<file path="config.mk">
export PLATFORM = sky130hd
export DESIGN_NAME = binary_to_decimal_ascii
export DESIGN_NICKNAME = d
export VERILOG_FILES = /design/src/sv/b2da_pkg.sv /design/src/sv/binary_to_decimal_ascii.sv
export SDC_FILE = /design/constraint.sdc
export NUM_CORES = 1
export LEC_CHECK = 0
export BUFFER_PORTS_ARGS = -buffer_cell sky130_fd_sc_hd__buf_4
export CORE_AREA = 4 4 302 304
export CTS_BUF_LIST = sky130_fd_sc_hd__clkbuf_16
export DETAILED_ROUTE_END_ITERATION = 8
export DIE_AREA = 0 0 306 308
export PLACE_DENSITY = 0.47
export SYNTH_ARGS = -nofsm -noshare
export SYNTH_HDL_FRONTEND = slang
export SYNTH_SLANG_ARGS = --single-unit
</file>
<file path="constraint.sdc">
create_clock -name clock -period 8.1 [get_ports clock]
set_clock_uncertainty 0.1 [all_clocks]
set_input_delay 1.215 -clock clock [delete_from_list [all_inputs] [get_ports clock]]
set_output_delay 1.215 -clock clock [all_outputs]
set_load 0.01 [all_outputs]
</file>
<file path="src/sv/b2da_pkg.sv">
package b2da_pkg;

   // Number of decimal places in a 32-bit unsigned value.
   localparam int DIGIT_COUNT = 10;
   localparam int POS_WIDTH = 4;
   localparam int REST_WIDTH = 32;
   // Wide enough to hold nine times the largest place weight.
   localparam int WIDE_WIDTH = 34;

   localparam logic [POS_WIDTH-1:0] LAST_POS = POS_WIDTH'(DIGIT_COUNT - 1);

   // Upper two bits of an ASCII decimal character within six bits.
   localparam logic [1:0] ASCII_DIGIT_HIGH = 2'b11;

   typedef logic [3:0] digit_type;
   typedef digit_type [DIGIT_COUNT-1:0] digits_type;
   typedef logic [POS_WIDTH-1:0] pos_type;

   // Place weights, most significant place first.
   localparam logic [WIDE_WIDTH-1:0] PLACE_WEIGHT [DIGIT_COUNT] = '{
      34'd1000000000, 34'd100000000, 34'd10000000, 34'd1000000, 34'd100000,
      34'd10000, 34'd1000, 34'd100, 34'd10, 34'd1
   };

   // What travels down the digit pipeline with each request.
   typedef struct packed {
      logic [REST_WIDTH-1:0] rest;
      digits_type            digits;
      pos_type               first;
      logic                  started;
   } stage_type;

   // Extracts the digit at one place by comparing the remainder against all
   // nine multiples of the place weight, then removes that multiple.
   function automatic stage_type step_digit(stage_type cur, pos_type pos);
      stage_type              nxt;
      logic [WIDE_WIDTH-1:0] wide_rest;
      logic [WIDE_WIDTH-1:0] mult;
      logic [WIDE_WIDTH-1:0] sel;
      digit_type             dig;
      nxt = cur;
      wide_rest = {{(WIDE_WIDTH-REST_WIDTH){1'b0}}, cur.rest};
      sel = '0;
      dig = '0;
      for (int m = 1; m < 10; m++) begin
         mult = WIDE_WIDTH'(PLACE_WEIGHT[pos] * WIDE_WIDTH'(m));
         if (wide_rest >= mult) begin
            sel = mult;
            dig = digit_type'(m);
         end
      end
      nxt.rest = REST_WIDTH'(wide_rest - sel);
      nxt.digits[pos] = dig;
      // The ones place is always printed, so a zero value still gives one digit.
      if (!cur.started && (dig != '0 || pos == LAST_POS)) begin
         nxt.started = 1'b1;
         nxt.first = pos;
      end
      return nxt;
   endfunction

endpackage

</file>
<file path="src/sv/binary_to_decimal_ascii.sv">
// Channel   Handshake              Payload
// request   start / busy           req_value[31:0]
// response  rsp_strobe (no stall)  rsp_digit_char[5:0], rsp_last
//
// Ten pipeline stages each extract one decimal digit, then an output register
// sends the digits one per cycle, leading zeros dropped. The first character
// leaves from the output register once the request has passed every stage; a
// request holds the output while its digits print, setting the sustained rate.
// Reset clears the valid bits only. Busy rises when the output is still sending
// and the pipeline behind it is full; the receiver never stalls.
module binary_to_decimal_ascii (
   input  logic        clock,
   input  logic        reset,
   input  logic        start,
   output logic        busy,
   input  logic [31:0] req_value,
   output logic        rsp_strobe,
   output logic [5:0]  rsp_digit_char,
   output logic        rsp_last
);

   localparam int N = b2da_pkg::DIGIT_COUNT;

   b2da_pkg::stage_type  stage_ff [N];
   b2da_pkg::stage_type  stage_in [N];
   logic [N-1:0]         valid_ff;
   logic [N:0]           ready;

   logic                 out_valid_ff;
   b2da_pkg::digits_type out_digits_ff;
   b2da_pkg::pos_type    out_idx_ff;

   // The output register frees up on the last digit of its request.
   assign ready[N] = !out_valid_ff || (out_idx_ff == b2da_pkg::LAST_POS);
   assign busy = !ready[0];

   // Each place is one register stage with its own valid bit.
   for (genvar s = 0; s < N; s++) begin : g_stage
      logic in_valid;

      assign ready[s] = !valid_ff[s] || ready[s+1];

      if (s == 0) begin : g_first
         b2da_pkg::stage_type seed;
         always_comb begin
            seed.rest = req_value;
            seed.digits = '0;
            seed.first = '0;
            seed.started = 1'b0;
            stage_in[s] = b2da_pkg::step_digit(seed, b2da_pkg::pos_type'(s));
         end
         assign in_valid = start;
      end else begin : g_next
         assign stage_in[s] = b2da_pkg::step_digit(stage_ff[s-1],
                                                   b2da_pkg::pos_type'(s));
         assign in_valid = valid_ff[s-1];
      end

      always_ff @(posedge clock) begin
         if (reset) begin
            valid_ff[s] <= 1'b0;
         end else if (ready[s]) begin
            valid_ff[s] <= in_valid;
         end
      end

      always_ff @(posedge clock) begin
         if (ready[s]) begin
            stage_ff[s] <= stage_in[s];
         end
      end
   end

   // Output valid follows the last stage whenever the register is free.
   always_ff @(posedge clock) begin
      if (reset) begin
         out_valid_ff <= 1'b0;
      end else if (ready[N]) begin
         out_valid_ff <= valid_ff[N-1];
      end
   end

   // Load a fresh set of digits, or step to the next printed place.
   always_ff @(posedge clock) begin
      if (ready[N]) begin
         out_digits_ff <= stage_ff[N-1].digits;
         out_idx_ff <= stage_ff[N-1].first;
      end else begin
         out_idx_ff <= out_idx_ff + 1'b1;
      end
   end

   assign rsp_strobe = out_valid_ff;
   assign rsp_digit_char = {b2da_pkg::ASCII_DIGIT_HIGH, out_digits_ff[out_idx_ff]};
   assign rsp_last = (out_idx_ff == b2da_pkg::LAST_POS);

endmodule
</file>
==> results.json <==
{
  "routedWlPerCell_um": 18.0,
  "final_cell_mix": "571 x edfxtp_1, 256 x nor2_1, 172 x nand2_1",
  "setup_viol": 0,
  "dp_slack_ns": 1.63,
  "routed_wirelength_um": 70900,
  "hold_slack_ns": 0.299,
  "seqPwrFrac": 0.462,
  "synthDistinctLibCells": 91,
  "worst_ep_required_time_ns": 8.35,
  "final_area_mm2": 0.0346,
  "gr-total-overflow": 0,
  "post-cts-setup-buffers": 0,
  "drc": 0,
  "die_x_um": 306,
  "initialDrtViolationCount": 1294,
  "vias": 20492,
  "synth_ff_type": "edfxtp_1",
  "power_leakage_nw": 12.9,
  "pwr-share-clk": 0.269,
  "fmax_mhz": 154,
  "postPlaceCellArea_mm2": 0.0323,
  "fp-row-count": 109,
  "cts_tree": "yes",
  "layout.cells.non_filler": 3943,
  "report.power.total_mw": 11.5,
  "worst_pin_slew_ns": 1.15,
  "grt_max_degree": 68,
  "clockBufferDepth": 3,
  "cts.sinks": 586,
  "finalSetupTns_ns": 0,
  "syn_avg_cell_area_um2": 11.5,
  "ctsHoldBuffers": 0,
  "gp_congestion": 0.821,
  "synth.yosys.seq_area_share": 0.568,
  "synth-async-reset-ratio": 0,
  "antenna_found_initial": 3,
  "die_y_um": 308,
  "clk_pin_slew_ns": 0.06,
  "dieArea_mm2": 0.0942,
  "start_util": 0.348,
  "drive_above_1_share": 0.0821,
  "fin_crit_sh": 0.802,
  "pin_count": 44,
  "comb_power_share": 0.270,
  "cts.htree.levels": 3,
  "port_buffers": 41,
  "antenna_left": 0,
  "nNetsFinal": 2900,
  "setup_ws_ns": 1.61,
  "dr.pass1.iters": 5,
  "synth.cell_area_mm2": 0.0307,
  "setup.worst_path.end_class": "register",
  "drv_slew": 0,
  "grt_pass1_wl_um": 114000,
  "cts_buffers": 68,
  "track_usage": 0.149,
  "worstHoldPathType": "reg -> reg",
  "path_class": "reg -> reg",
  "arrival_ns": 6.74,
  "swShare": 0.344,
  "drv_cap": 0,
  "coreArea_mm2": 0.0882,
  "grt_pass1_vias": 20692,
  "hold_viol": 0,
  "p_sw_mw": 3.95,
  "ctsResizeCount": 0,
  "period_needed_ns": 6.49,
  "dp_hpwl_um": 52200,
  "powerDensity_mw_per_mm2": 331,
  "placed_cells": 3817,
  "path_max_fanout": 6,
  "area_growth_syn_to_layout_pct": 12.8,
  "clk_latency_ns": 0.62,
  "mostFrequentLayoutCell": "edfxtp_1",
  "cts_root_buf": "clkbuf_16",
  "synth_edf_count": 571,
  "rsz0062_at_grt": "no",
  "synth_seq_cells": 586,
  "ir_worst_vdd_mv": 0.174,
  "vias_per_cell": 5.20,
  "fin_util": 0.392,
  "yosysWarningCount": 0,
  "maxSlewHeadroom": 0.222,
  "outcome": "finished, final reports clean",
  "postSynthCellCount": 2672,
  "p_int_mw": 7.51,
  "num-fill-cells": 8360,
  "startpoint_type": "register"
}
Yosys cell counts (22+ instances only):
cell	instances	area, µm²
edfxtp_1	571	17100
nor2_1	256	961
nand2_1	176	661
a21oi_1	171	856
o21ai_0	142	711
ha_1	134	1680
inv_1	121	454
xnor2_1	106	928
xor2_1	90	788
nor3_1	86	430
clkbuf_1	69	259
nand2b_1	57	357
nand3_1	52	260
nor2b_1	43	269
nor4_1	42	263
a21o_1	39	293
o21a_1	38	285
or2_2	33	206
or3_1	31	194
o31ai_1	23	173
nand4_1	22	138
registers in the layout, indices dropped and copies added, names as in the netlist:
register          flops
stage_ff            532
valid_ff              1
out_digits_ff        39
rsp_strobe            1
g_stage.in_valid      9
out_idx_ff            4
area by class of cell:
class                   count  area, µm²  area share
clock inverters            56        611      0.0176
multi-input cells        1888      12500       0.362
inverters                 123        462      0.0133
diodes                      2       5.00    0.000145
flip-flops and latches    586      17400       0.504
well taps                1165       1460      0.0421
repair buffers             55        413      0.0119
clock buffers              68       1700      0.0492
path summary, 6_finish.rpt:
| kind | start | end | slack, ns | depth (start not counted) |
|---|---|---|---|---|
| max | stage_ff[3][70] | stage_ff[4][70] | 1.61 | 21 |
| max reg2reg | stage_ff[3][70] | stage_ff[4][70] | 1.61 | 21 |
| min | stage_ff[8][21] | stage_ff[9][21] | 0.30 | 0 |
| min reg2reg | stage_ff[8][21] | stage_ff[9][21] | 0.30 | 0 |
routing by layer:
metal  track usage  routed length [µm]
met1         0.186               30600
met2         0.255               34400
met3        0.0251                2690
met4        0.0675                3200
met5             0                   0
worst max-delay path: stages, from the launching register on:
cell and delay (ns):
edfxtp_1 0.42, or4_4 0.56, or3_4 0.36, or4_4 0.52
or2_0 0.39, a311oi_4 0.37, nor2_2 0.08, o31ai_1 0.23
a21boi_1 0.12, o21ai_1 0.19, ha_1 0.20, inv_1 0.06
fa_1 0.40, a21o_1 0.20, a21oi_1 0.28, o21a_1 0.17
o21ai_0 0.10, a2111o_1 0.40, a31oi_1 0.32, o31ai_1 0.20
or3_1 0.39, xnor2_1 0.15
power by group through the flow:
| stage | combinational, mW | clock, mW | sequential (mW) |
|---|---|---|---|
| finish | 3.09 | 3.08 | 5.29 |
| global route | 3.49 | 3.33 | 5.40 |
| CTS | 3.10 | 3.20 | 5.28 |
| detailed placement | 3.09 | 0 | 5.34 |
| global placement | 3.06 | 0 | 5.33 |
| floorplan | 2.66 | 0 | 4.75 |
logic make-up after synthesis:
logic type,synth area share
compound gates,0.131
xor+xnor,0.0559
fa+ha+maj,0.0605
buf+inv,0.0249
flops,0.568
mux,0.00778
other cells,0.000122
simple gates,0.151
No activity file was read; power rests on OpenSTA's default activity.
